**config.mk**
```make
export PLATFORM = sky130hd
export DESIGN_NAME = rgb_hue_color_classifier_flat
export DESIGN_NICKNAME = d
export VERILOG_FILES = /design/src/hw/rtl/rhcc_pkg.sv /design/src/hw/rtl/rhcc_if.sv /design/src/hw/rtl/rhcc_div.sv /design/src/hw/rtl/rgb_hue_color_classifier.sv /design/src/flat_wrapper.sv
export SDC_FILE = /design/constraint.sdc
export NUM_CORES = 1
export LEC_CHECK = 0
export ABC_AREA = 1
export BUFFER_PORTS_ARGS = -buffer_cell sky130_fd_sc_hd__buf_2
export CORE_ASPECT_RATIO = 1.25
export CORE_MARGIN = 2
export CORE_UTILIZATION = 55
export DETAILED_ROUTE_END_ITERATION = 12
export PLACE_DENSITY = 0.72
export RECOVER_POWER = 100
export SYNTH_ARGS = -nofsm -noshare
export SYNTH_HDL_FRONTEND = slang
export SYNTH_SLANG_ARGS = --single-unit
export TNS_END_PERCENT = 5
```
**constraint.sdc**
```tcl
create_clock -name clk -period 4.8 [get_ports clk]
set_input_delay 0 -clock clk [delete_from_list [all_inputs] [get_ports clk]]
set_output_delay 0 -clock clk [all_outputs]
set_load 0.005 [all_outputs]
```
**src/hw/rtl/rhcc_pkg.sv**
```systemverilog
// rhcc_pkg: shared widths, register indexes, reset values, class codes and the
// divider request type of the rgb hue color classifier
// no dependencies
`timescale 1ns / 1ps

package rhcc_pkg;

	localparam int CountW = 16;
	localparam int HueW   = 16;
	localparam int ClassW = 3;
	localparam int RegW   = 16;
	localparam int IndexW = 8;

	// register file
	localparam int NumRegs = 8;
	localparam int RegSelW = $clog2(NumRegs);

	localparam logic [RegSelW-1:0] RegWhiteOffset  = RegSelW'(0);
	localparam logic [RegSelW-1:0] RegBlackOffset  = RegSelW'(1);
	localparam logic [RegSelW-1:0] RegRedHueMin    = RegSelW'(2);
	localparam logic [RegSelW-1:0] RegMagentaHueMin = RegSelW'(3);
	localparam logic [RegSelW-1:0] RegBlueHueMin   = RegSelW'(4);
	localparam logic [RegSelW-1:0] RegCyanHueMin   = RegSelW'(5);
	localparam logic [RegSelW-1:0] RegGreenHueMin  = RegSelW'(6);
	localparam logic [RegSelW-1:0] RegYellowHueMin = RegSelW'(7);

	localparam logic [RegW-1:0] RegReset [NumRegs] = '{
		16'd500, 16'd500, 16'd60075, 16'd50972,
		16'd36409, 16'd29127, 16'd14563, 16'd5461
	};

	// running brightness extremes after reset
	localparam logic [CountW-1:0] LowestReset  = 16'd65000;
	localparam logic [CountW-1:0] HighestReset = 16'd0;

	// color class codes
	localparam logic [ClassW-1:0] ClassWhite   = 3'd0;
	localparam logic [ClassW-1:0] ClassBlack   = 3'd1;
	localparam logic [ClassW-1:0] ClassRed     = 3'd2;
	localparam logic [ClassW-1:0] ClassMagenta = 3'd3;
	localparam logic [ClassW-1:0] ClassBlue    = 3'd4;
	localparam logic [ClassW-1:0] ClassCyan    = 3'd5;
	localparam logic [ClassW-1:0] ClassGreen   = 3'd6;
	localparam logic [ClassW-1:0] ClassYellow  = 3'd7;

	// divider: numerator and divisor hold up to six times a count
	localparam int DivW     = CountW + 3;
	localparam int DivSteps = HueW + 1;
	localparam int DivCntW  = $clog2(DivSteps);

	// sector of the hue circle: base = 2 * half, numerator added or subtracted
	typedef struct packed {
		logic [1:0]        half;
		logic              minus;
		logic [CountW-1:0] n;
		logic [CountW-1:0] d;
	} div_req_t;

endpackage

```
**src/hw/rtl/rhcc_if.sv**
```systemverilog
// rhcc_if: valid/ready channels of the rgb hue color classifier
// depends on rhcc_pkg
`timescale 1ns / 1ps

// sample channel: raw sensor counts
interface rhcc_in_if;
	logic                         valid;
	logic                         ready;
	logic [rhcc_pkg::CountW-1:0]  red_count;
	logic [rhcc_pkg::CountW-1:0]  green_count;
	logic [rhcc_pkg::CountW-1:0]  blue_count;
	logic [rhcc_pkg::CountW-1:0]  clear_count;

	modport source (output valid, red_count, green_count, blue_count, clear_count,
		input ready);
	modport sink (input valid, red_count, green_count, blue_count, clear_count,
		output ready);
endinterface

// result channel: class and hue
interface rhcc_out_if;
	logic                         valid;
	logic                         ready;
	logic [rhcc_pkg::ClassW-1:0]  color_class;
	logic [rhcc_pkg::HueW-1:0]    hue_value;
	logic                         hue_undefined;

	modport source (output valid, color_class, hue_value, hue_undefined, input ready);
	modport sink (input valid, color_class, hue_value, hue_undefined, output ready);
endinterface

```
**src/hw/rtl/rhcc_div.sv**
```systemverilog
// rhcc_div: bit-serial restoring divider that forms the hue as a fraction of a turn
// depends on rhcc_pkg
`timescale 1ns / 1ps

module rhcc_div (
	input  logic                        clk,
	input  logic                        arst_n,
	input  logic                        start,
	input  rhcc_pkg::div_req_t          req,
	output logic                        done,
	output logic [rhcc_pkg::HueW-1:0]   quot
);

	logic [rhcc_pkg::DivW-1:0]    d_ext;
	logic [rhcc_pkg::DivW-1:0]    n_ext;
	logic [rhcc_pkg::DivW-1:0]    d2;
	logic [rhcc_pkg::DivW-1:0]    d4;
	logic [rhcc_pkg::DivW-1:0]    base_d;
	logic [rhcc_pkg::DivW-1:0]    num;
	logic [rhcc_pkg::DivW-1:0]    den;
	logic [rhcc_pkg::DivW:0]      trial;
	logic [rhcc_pkg::DivW:0]      diff;
	logic                         ge;
	logic                         first;

	logic [rhcc_pkg::DivW-1:0]    rem_q;
	logic [rhcc_pkg::DivW-1:0]    den_q;
	logic [rhcc_pkg::HueW-1:0]    quot_q;
	logic [rhcc_pkg::DivCntW-1:0] cnt_q;
	logic                         busy_q;
	logic                         done_q;

	// numerator base*D +/- N and divisor 6*D from shifts and adds
	always_comb begin
		d_ext = rhcc_pkg::DivW'(req.d);
		n_ext = rhcc_pkg::DivW'(req.n);
		d2    = d_ext << 1;
		d4    = d_ext << 2;
		den   = d4 + d2;
		case (req.half)
			2'd0: base_d = '0;
			2'd1: base_d = d2;
			2'd2: base_d = d4;
			2'd3: base_d = den;
			default: base_d = '0;
		endcase
		num = req.minus ? (base_d - n_ext) : (base_d + n_ext);
	end

	// one quotient bit per step; the first step holds the whole-turn bit
	always_comb begin
		first = (cnt_q == rhcc_pkg::DivCntW'(rhcc_pkg::DivSteps - 1));
		trial = first ? {1'b0, rem_q} : {rem_q, 1'b0};
		ge    = (trial >= {1'b0, den_q});
		diff  = trial - {1'b0, den_q};
	end

	always_ff @(posedge clk or negedge arst_n) begin
		if (!arst_n) begin
			busy_q <= 1'b0;
			done_q <= 1'b0;
			cnt_q  <= '0;
		end else if (start) begin
			rem_q  <= num;
			den_q  <= den;
			cnt_q  <= rhcc_pkg::DivCntW'(rhcc_pkg::DivSteps - 1);
			busy_q <= 1'b1;
			done_q <= 1'b0;
		end else if (busy_q) begin
			rem_q  <= ge ? diff[rhcc_pkg::DivW-1:0] : trial[rhcc_pkg::DivW-1:0];
			// the whole-turn bit falls off the top, giving the wrap to zero
			quot_q <= {quot_q[rhcc_pkg::HueW-2:0], ge};
			if (cnt_q == '0) begin
				busy_q <= 1'b0;
				done_q <= 1'b1;
			end else begin
				cnt_q <= cnt_q - 1'b1;
			end
		end else begin
			done_q <= 1'b0;
		end
	end

	assign done = done_q;
	assign quot = quot_q;

endmodule

```
**src/hw/rtl/rgb_hue_color_classifier.sv**
```systemverilog
// Preucil hue color classifier. Each accepted sample beat (red, green, blue and clear
// counts) yields one result beat: a color class, the hue as a 16-bit fraction of a
// turn, and a flag for equal channels, where the hue reads as zero. The clear count
// folds into a running minimum and maximum used for the white and black tests. Each
// sample passes through a sector setup state, a divider load state, the bit-serial
// divider that produces one quotient bit per cycle until it flags done, and a
// classification state. The next sample is taken in the cycle after the result
// loads. Samples are handled one at a time; a waiting result does not block the
// next sample, which then holds in classification until the result register
// frees. Registers are written through wr_en / wr_index / wr_data; the user must
// write them only while the block is idle, which the block itself does not enforce;
// indexes above 7 are ignored.
// depends on rhcc_pkg, rhcc_if, rhcc_div
`timescale 1ns / 1ps

module rgb_hue_color_classifier (
	input  logic                        clk,
	input  logic                        arst_n,
	input  logic                        wr_en,
	input  logic [rhcc_pkg::IndexW-1:0] wr_index,
	input  logic [rhcc_pkg::RegW-1:0]   wr_data,
	rhcc_in_if.sink                     sample,
	rhcc_out_if.source                  result
);

	typedef enum logic [2:0] {
		ST_IDLE,
		ST_PREP,
		ST_LOAD,
		ST_DIV,
		ST_FIN
	} state_t;

	state_t                         state_q;

	logic [rhcc_pkg::RegW-1:0]      cfg_q [rhcc_pkg::NumRegs];
	logic [rhcc_pkg::CountW-1:0]    r_q;
	logic [rhcc_pkg::CountW-1:0]    g_q;
	logic [rhcc_pkg::CountW-1:0]    b_q;
	logic [rhcc_pkg::CountW-1:0]    c_q;
	logic [rhcc_pkg::CountW-1:0]    low_q;
	logic [rhcc_pkg::CountW-1:0]    high_q;
	logic                           undef_q;
	rhcc_pkg::div_req_t             req_q;

	logic                           res_valid_q;
	logic [rhcc_pkg::ClassW-1:0]    res_class_q;
	logic [rhcc_pkg::HueW-1:0]      res_hue_q;
	logic                           res_undef_q;

	rhcc_pkg::div_req_t             req_nxt;
	logic                           undef_nxt;
	logic                           ge_rg, ge_gr, ge_gb, ge_bg, ge_rb, ge_br;
	logic                           div_start;
	logic                           div_done;
	logic [rhcc_pkg::HueW-1:0]      div_quot;
	logic [rhcc_pkg::HueW-1:0]      hue;
	logic [rhcc_pkg::CountW-1:0]    thr_white;
	logic [rhcc_pkg::CountW-1:0]    thr_black;
	logic [rhcc_pkg::ClassW-1:0]    cls;
	logic                           accept;
	logic                           res_free;

	// register writes
	always_ff @(posedge clk or negedge arst_n) begin
		if (!arst_n) begin
			cfg_q <= rhcc_pkg::RegReset;
		end else if (wr_en && (wr_index < rhcc_pkg::IndexW'(rhcc_pkg::NumRegs))) begin
			cfg_q[wr_index[rhcc_pkg::RegSelW-1:0]] <= wr_data;
		end
	end

	// sector of the hue circle, tested in fixed order
	always_comb begin
		ge_rg = (r_q >= g_q);
		ge_gr = (g_q >= r_q);
		ge_gb = (g_q >= b_q);
		ge_bg = (b_q >= g_q);
		ge_rb = (r_q >= b_q);
		ge_br = (b_q >= r_q);
		undef_nxt = (r_q == g_q) && (g_q == b_q);
		if (ge_rg && ge_gb) begin
			req_nxt = '{half: 2'd0, minus: 1'b0, n: g_q - b_q, d: r_q - b_q};
		end else if (ge_gr && ge_rb) begin
			req_nxt = '{half: 2'd1, minus: 1'b1, n: r_q - b_q, d: g_q - b_q};
		end else if (ge_gb && ge_br) begin
			req_nxt = '{half: 2'd1, minus: 1'b0, n: b_q - r_q, d: g_q - r_q};
		end else if (ge_bg && ge_gr) begin
			req_nxt = '{half: 2'd2, minus: 1'b1, n: g_q - r_q, d: b_q - r_q};
		end else if (ge_br && ge_rg) begin
			req_nxt = '{half: 2'd2, minus: 1'b0, n: r_q - g_q, d: b_q - g_q};
		end else begin
			req_nxt = '{half: 2'd3, minus: 1'b1, n: b_q - g_q, d: r_q - g_q};
		end
	end

	assign div_start = (state_q == ST_LOAD);

	rhcc_div u_div (
		.clk    (clk),
		.arst_n (arst_n),
		.start  (div_start),
		.req    (req_q),
		.done   (div_done),
		.quot   (div_quot)
	);

	// brightness tests first, an undefined hue as red, then hue thresholds from the top down
	always_comb begin
		hue       = undef_q ? '0 : div_quot;
		thr_white = high_q - cfg_q[rhcc_pkg::RegWhiteOffset];
		thr_black = low_q + cfg_q[rhcc_pkg::RegBlackOffset];
		if (c_q > thr_white) begin
			cls = rhcc_pkg::ClassWhite;
		end else if (c_q < thr_black) begin
			cls = rhcc_pkg::ClassBlack;
		end else if (undef_q) begin
			cls = rhcc_pkg::ClassRed;
		end else if (hue > cfg_q[rhcc_pkg::RegRedHueMin]) begin
			cls = rhcc_pkg::ClassRed;
		end else if (hue > cfg_q[rhcc_pkg::RegMagentaHueMin]) begin
			cls = rhcc_pkg::ClassMagenta;
		end else if (hue > cfg_q[rhcc_pkg::RegBlueHueMin]) begin
			cls = rhcc_pkg::ClassBlue;
		end else if (hue > cfg_q[rhcc_pkg::RegCyanHueMin]) begin
			cls = rhcc_pkg::ClassCyan;
		end else if (hue > cfg_q[rhcc_pkg::RegGreenHueMin]) begin
			cls = rhcc_pkg::ClassGreen;
		end else if (hue > cfg_q[rhcc_pkg::RegYellowHueMin]) begin
			cls = rhcc_pkg::ClassYellow;
		end else begin
			cls = rhcc_pkg::ClassRed;
		end
	end

	assign accept   = sample.valid && (state_q == ST_IDLE);
	assign res_free = !res_valid_q || result.ready;

	// sequencer, running extremes and result register
	always_ff @(posedge clk or negedge arst_n) begin
		if (!arst_n) begin
			state_q     <= ST_IDLE;
			low_q       <= rhcc_pkg::LowestReset;
			high_q      <= rhcc_pkg::HighestReset;
			res_valid_q <= 1'b0;
		end else begin
			// a result leaving while the next one loads stays valid
			if (res_valid_q && result.ready && (state_q != ST_FIN)) begin
				res_valid_q <= 1'b0;
			end
			case (state_q)
				ST_IDLE: begin
					if (accept) begin
						r_q <= sample.red_count;
						g_q <= sample.green_count;
						b_q <= sample.blue_count;
						c_q <= sample.clear_count;
						if (sample.clear_count < low_q) begin
							low_q <= sample.clear_count;
						end
						if (sample.clear_count > high_q) begin
							high_q <= sample.clear_count;
						end
						state_q <= ST_PREP;
					end
				end
				ST_PREP: begin
					req_q   <= req_nxt;
					undef_q <= undef_nxt;
					state_q <= ST_LOAD;
				end
				ST_LOAD: begin
					state_q <= ST_DIV;
				end
				ST_DIV: begin
					if (div_done) begin
						state_q <= ST_FIN;
					end
				end
				ST_FIN: begin
					if (res_free) begin
						res_valid_q <= 1'b1;
						res_class_q <= cls;
						res_hue_q   <= hue;
						res_undef_q <= undef_q;
						state_q     <= ST_IDLE;
					end
				end
				default: begin
					state_q <= ST_IDLE;
				end
			endcase
		end
	end

	assign sample.ready         = (state_q == ST_IDLE);
	assign result.valid         = res_valid_q;
	assign result.color_class   = res_class_q;
	assign result.hue_value     = res_hue_q;
	assign result.hue_undefined = res_undef_q;

endmodule
```
**src/flat_wrapper.sv**
```systemverilog
// flat-port wrapper written by rule: the top's interface ports become plain ports
module rgb_hue_color_classifier_flat 
  (clk, arst_n, wr_en, wr_index, wr_data, sample_valid, sample_red_count, sample_green_count, sample_blue_count, sample_clear_count, sample_ready, result_valid, result_color_class, result_hue_value, result_hue_undefined, result_ready);
  rhcc_in_if sample_i ();
  rhcc_out_if result_i ();
  input  logic clk;
  input  logic arst_n;
  input  logic wr_en;
  input  logic [rhcc_pkg::IndexW-1:0] wr_index;
  input  logic [rhcc_pkg::RegW-1:0] wr_data;
  input wire logic [$bits(sample_i.valid)-1:0] sample_valid;
  input wire logic [$bits(sample_i.red_count)-1:0] sample_red_count;
  input wire logic [$bits(sample_i.green_count)-1:0] sample_green_count;
  input wire logic [$bits(sample_i.blue_count)-1:0] sample_blue_count;
  input wire logic [$bits(sample_i.clear_count)-1:0] sample_clear_count;
  output wire logic [$bits(sample_i.ready)-1:0] sample_ready;
  output wire logic [$bits(result_i.valid)-1:0] result_valid;
  output wire logic [$bits(result_i.color_class)-1:0] result_color_class;
  output wire logic [$bits(result_i.hue_value)-1:0] result_hue_value;
  output wire logic [$bits(result_i.hue_undefined)-1:0] result_hue_undefined;
  input wire logic [$bits(result_i.ready)-1:0] result_ready;
  assign sample_i.valid = sample_valid;
  assign sample_i.red_count = sample_red_count;
  assign sample_i.green_count = sample_green_count;
  assign sample_i.blue_count = sample_blue_count;
  assign sample_i.clear_count = sample_clear_count;
  assign sample_ready = sample_i.ready;
  assign result_valid = result_i.valid;
  assign result_color_class = result_i.color_class;
  assign result_hue_value = result_i.hue_value;
  assign result_hue_undefined = result_i.hue_undefined;
  assign result_i.ready = result_ready;
  rgb_hue_color_classifier u_core (.clk(clk), .arst_n(arst_n), .wr_en(wr_en), .wr_index(wr_index), .wr_data(wr_data), .sample(sample_i), .result(result_i));
endmodule
```
==> flow_summary.json <==
{
  "outcome": "finished, violations left",
  "violations": "max-capacitance violations, max-slew violations",
  "cp-start-kind": "register",
  "crit_arrival_ns": 4.52,
  "timing.critical_path.cells": "ha_1, fa_1, nand3_1, nand2_1, a21oi_1, o21ai_0, a21oi_1, xnor2_1, nand2_1, nand3_1, ha_1, nand2_1, nor3_1, nand2_1, o311ai_0, nand2_1, nand3_1, nand2_1",
  "syn_to_final_growth_pct": 11.2,
  "syn_nets": 4192,
  "ys_ff_latch": 344,
  "synth-xor-area-share_pct": 4.12,
  "critical_path_buf_inv_count": 0,
  "dp_hpwl_um": 57100,
  "crit_required_ns": 5.12,
  "netlist_instances": 3750,
  "fin_hold_ws_ns": 0.115,
  "drv_slew": 277,
  "htreeDepth": 2,
  "grt_max_degree": 78,
  "worst_slack_ns": 0.596,
  "met2_usage_pct": 47.0,
  "post-route-drc-count": 0,
  "slew_headroom_pct": -27.1,
  "hold_viol": 0,
  "post-route-period-util_pct": 87.6,
  "post_drt_wl_per_cell_um": 16.1,
  "clk_latency_ns": 0.60,
  "async_flop_share_pct": 49.7,
  "grt_use_met3_pct": 3.34,
  "fill_cells": 4585,
  "die-area_um2": 52900,
  "coreArea_um2": 50400,
  "antenna_cells": 0,
  "dieWidth_um": 206,
  "cts_buffer_depth": 3,
  "cts_num_sinks": 344,
  "grt_pass1_vias": 23900,
  "synth_top_family_by_area": "simple AND/OR/NAND/NOR gates",
  "cp_max_fo": 5,
  "tns_ns": 0,
  "gr-max-usage-layer": "met2",
  "crit_family": "compound AO/OA/AOI/OAI gates",
  "drt_first_iter_violations": 1851,
  "start_util_pct": 55.7,
  "fin_area_um2": 31200,
  "tightestPinTransition_ns": 1.91,
  "pre_cts_ws_ns": 0.655,
  "setup_viol": 0,
  "synth_simple_gate_area_share_pct": 23.0,
  "routed_wl_um": 74100,
  "via_per_inst": 5.35,
  "critPathSlowestCell": "edfxtp_1",
  "num_io_pins": 115,
  "drv_cap": 6,
  "critPathKind": "register to register",
  "rows": 92,
  "cts_made_buffers": 38,
  "critPathMaxStageDelay_ns": 0.48,
  "nNetsFinal": 4350,
  "powerDensity_nw_per_um2": 509,
  "cp-end-kind": "register",
  "cts.clk_slew.worst_paths_ns": 0.08,
  "synth_adder_area_share_pct": 15.9,
  "grt_pass1_wl_um": 120000,
  "muxShareOfSynthArea_pct": 0,
  "stdcell_count": 4596,
  "layout-drive-gt1-share_pct": 7.52,
  "p_leak_nw": 15.3,
  "avgSynthCellArea_um2": 7.49,
  "cts_tree": "yes",
  "synth_compound_area_share_pct": 13.1,
  "ys.flop_type": "edfxtp_1",
  "grt_util_all_layers_pct": 28.4,
  "placed_cells": 4441,
  "antenna_found_initial": 0,
  "die_h_um": 257,
  "grt_setup_unrepaired": "false",
  "cts_root_buffer": "clkbuf_16",
  "fmax_mhz": 238,
  "placed_area_um2": 29100,
  "yosysSeqAreaShare_pct": 34.1,
  "drt_pass1_iterations": 6,
  "ir_drop_mv": 0.323,
  "min_path_type": "input pin to register",
  "detail-route-antenna-nets": 0,
  "use_met1_pct": 38.4,
  "port_buffers": 114,
  "post_cts_resized": 0,
  "overflow": 0,
  "synth_edf_count": 173,
  "skew_ns": 0.0348,
  "synth_cell_types": 58,
  "crit_top_cell": "nand2_1",
  "gp_congestion": 0.972,
  "vias": 24600,
  "yosysWarnings": 0,
  "synth.cell_area_um2": 28100,
  "fin_crit_ns": 4.20
}
layout make-up:
type	instances	area [µm²]	area share (%)
multi-input cells	2703	15700	50.4
flip-flops and latches	344	9570	30.6
inverters	607	2280	7.30
repair buffers	214	1470	4.72
clock buffers	47	1090	3.49
well taps	658	823	2.64
clock inverters	23	251	0.805
path summary, 6_finish.rpt:
path	slack (ns)	to	from	cells after the start
setup reg to reg	0.60	u_core.u_div.rem_q[18]	u_core.req_q[1]	18
max in group asynchronous	1.90	u_core.high_q[3]	arst_n	4
min in group asynchronous	0.96	u_core.cfg_q[28]	arst_n	3
hold reg to reg	0.45	u_core.u_div.quot[12]	u_core.u_div.quot[11]	0
hold / removal	0.11	u_core.g_q[0]	sample_green_count[0]	2
setup / recovery	0.60	u_core.u_div.rem_q[18]	u_core.req_q[1]	18
placed cells by master (no fill, tap or decap), types with 5 or more instances in the layout:
cell and n:
dfstp_2 71, a21boi_0 15, xnor2_1 38, inv_1 593
nor2_2 5, dfrtp_1 98, nor3_1 41, a21oi_1 242
o221ai_1 7, nand2_2 10, a31oi_1 18, o21ai_1 10
nand3b_1 6, nand3_1 228, o21a_1 6, fa_1 11
nand2_1 990, xor2_1 94, o21ai_0 298, o21bai_1 22
edfxtp_1 173, o211ai_1 19, nand4_1 25, or2_2 18
clkbuf_16 41, a21o_1 11, o31ai_1 8, a211oi_1 6
inv_2 10, buf_4 6, clkinv_2 11, nor2_1 202
dlygate4sd3_1 85, clkbuf_1 32, ha_1 338, buf_2 89
timing repair:
item                      CTS  global route
setup buffers               0             0
hold endpoints to repair  333             0
hold buffers               85             0
logic make-up (layout without fill, tap and decap cells):
group / count (synthesis) / in the layout
simple gates: 1550 / 1550
flops: 344 / 344
fa+ha+maj: 349 / 349
xor+xnor: 132 / 132
buf+inv: 703 / 891
compound gates: 672 / 672
worst reg2reg max path: cells and delay by family, from the launching register on:
family                   cells  cell delay, ns
XOR/XNOR                     1            0.11
adder cells (fa/ha/maj)      3            1.01
AND/OR/NAND/NOR             10            1.04
flip-flops                   1            0.48
AO/OA/AOI/OAI                4            1.32
where the power goes:
| part | internal, mW | switching [mW] | total [mW] | leakage (nW) |
|---|---|---|---|---|
| Sequential | 3.96 | 0.418 | 4.38 | 3.66 |
| Clock | 1.80 | 1.32 | 3.12 | 0.661 |
| Combinational | 3.08 | 5.33 | 8.41 | 11.0 |
layer usage:
layer	up-vias	wire length, µm
li1	12500	-
met1	11300	33100
met4	0	2490
met3	146	3860
met2	668	34600
met5	-	0
synth_stat cells (all sizes together) (41+ instances only):
master  count  area [µm²]
a21oi     243        1220
buf        53         315
clkbuf     43         161
dfrtp      98        2450
dfstp      73        1920
edfxtp    173        5190
ha        338        4230
inv       604        2270
nand2    1004        3830
nand3     231        1180
nor2      212         853
nor3       41         205
o21ai     308        1540
xor2       94         823
sequential cells by signal (all words and copies together) (netlist names), 5 cells and up:
register,flops
u_core.g_q,16
u_core.c_q,16
u_core.u_div.quot,16
u_core.result.hue_value,16
u_core.req_q,35
u_core.u_div.rem_q,19
u_core.high_q,16
u_core.low_q,16
u_core.b_q,16
u_core.u_div.den_q,18
u_core.u_div.cnt_q,5
u_core.r_q,16
u_core.cfg_q,128
through the flow:
stage / power, mW / utilization [%]
2_1_floorplan: 10.7 / -
3_3_place_gp: 12.5 / 57.8
3_5_place_dp: 12.7 / 57.8
4_1_cts: 15.9 / 62.1
5_1_grt: 17.3 / 61.9
6_report: 15.9 / 61.9
No activity file was read; power rests on OpenSTA's default activity.
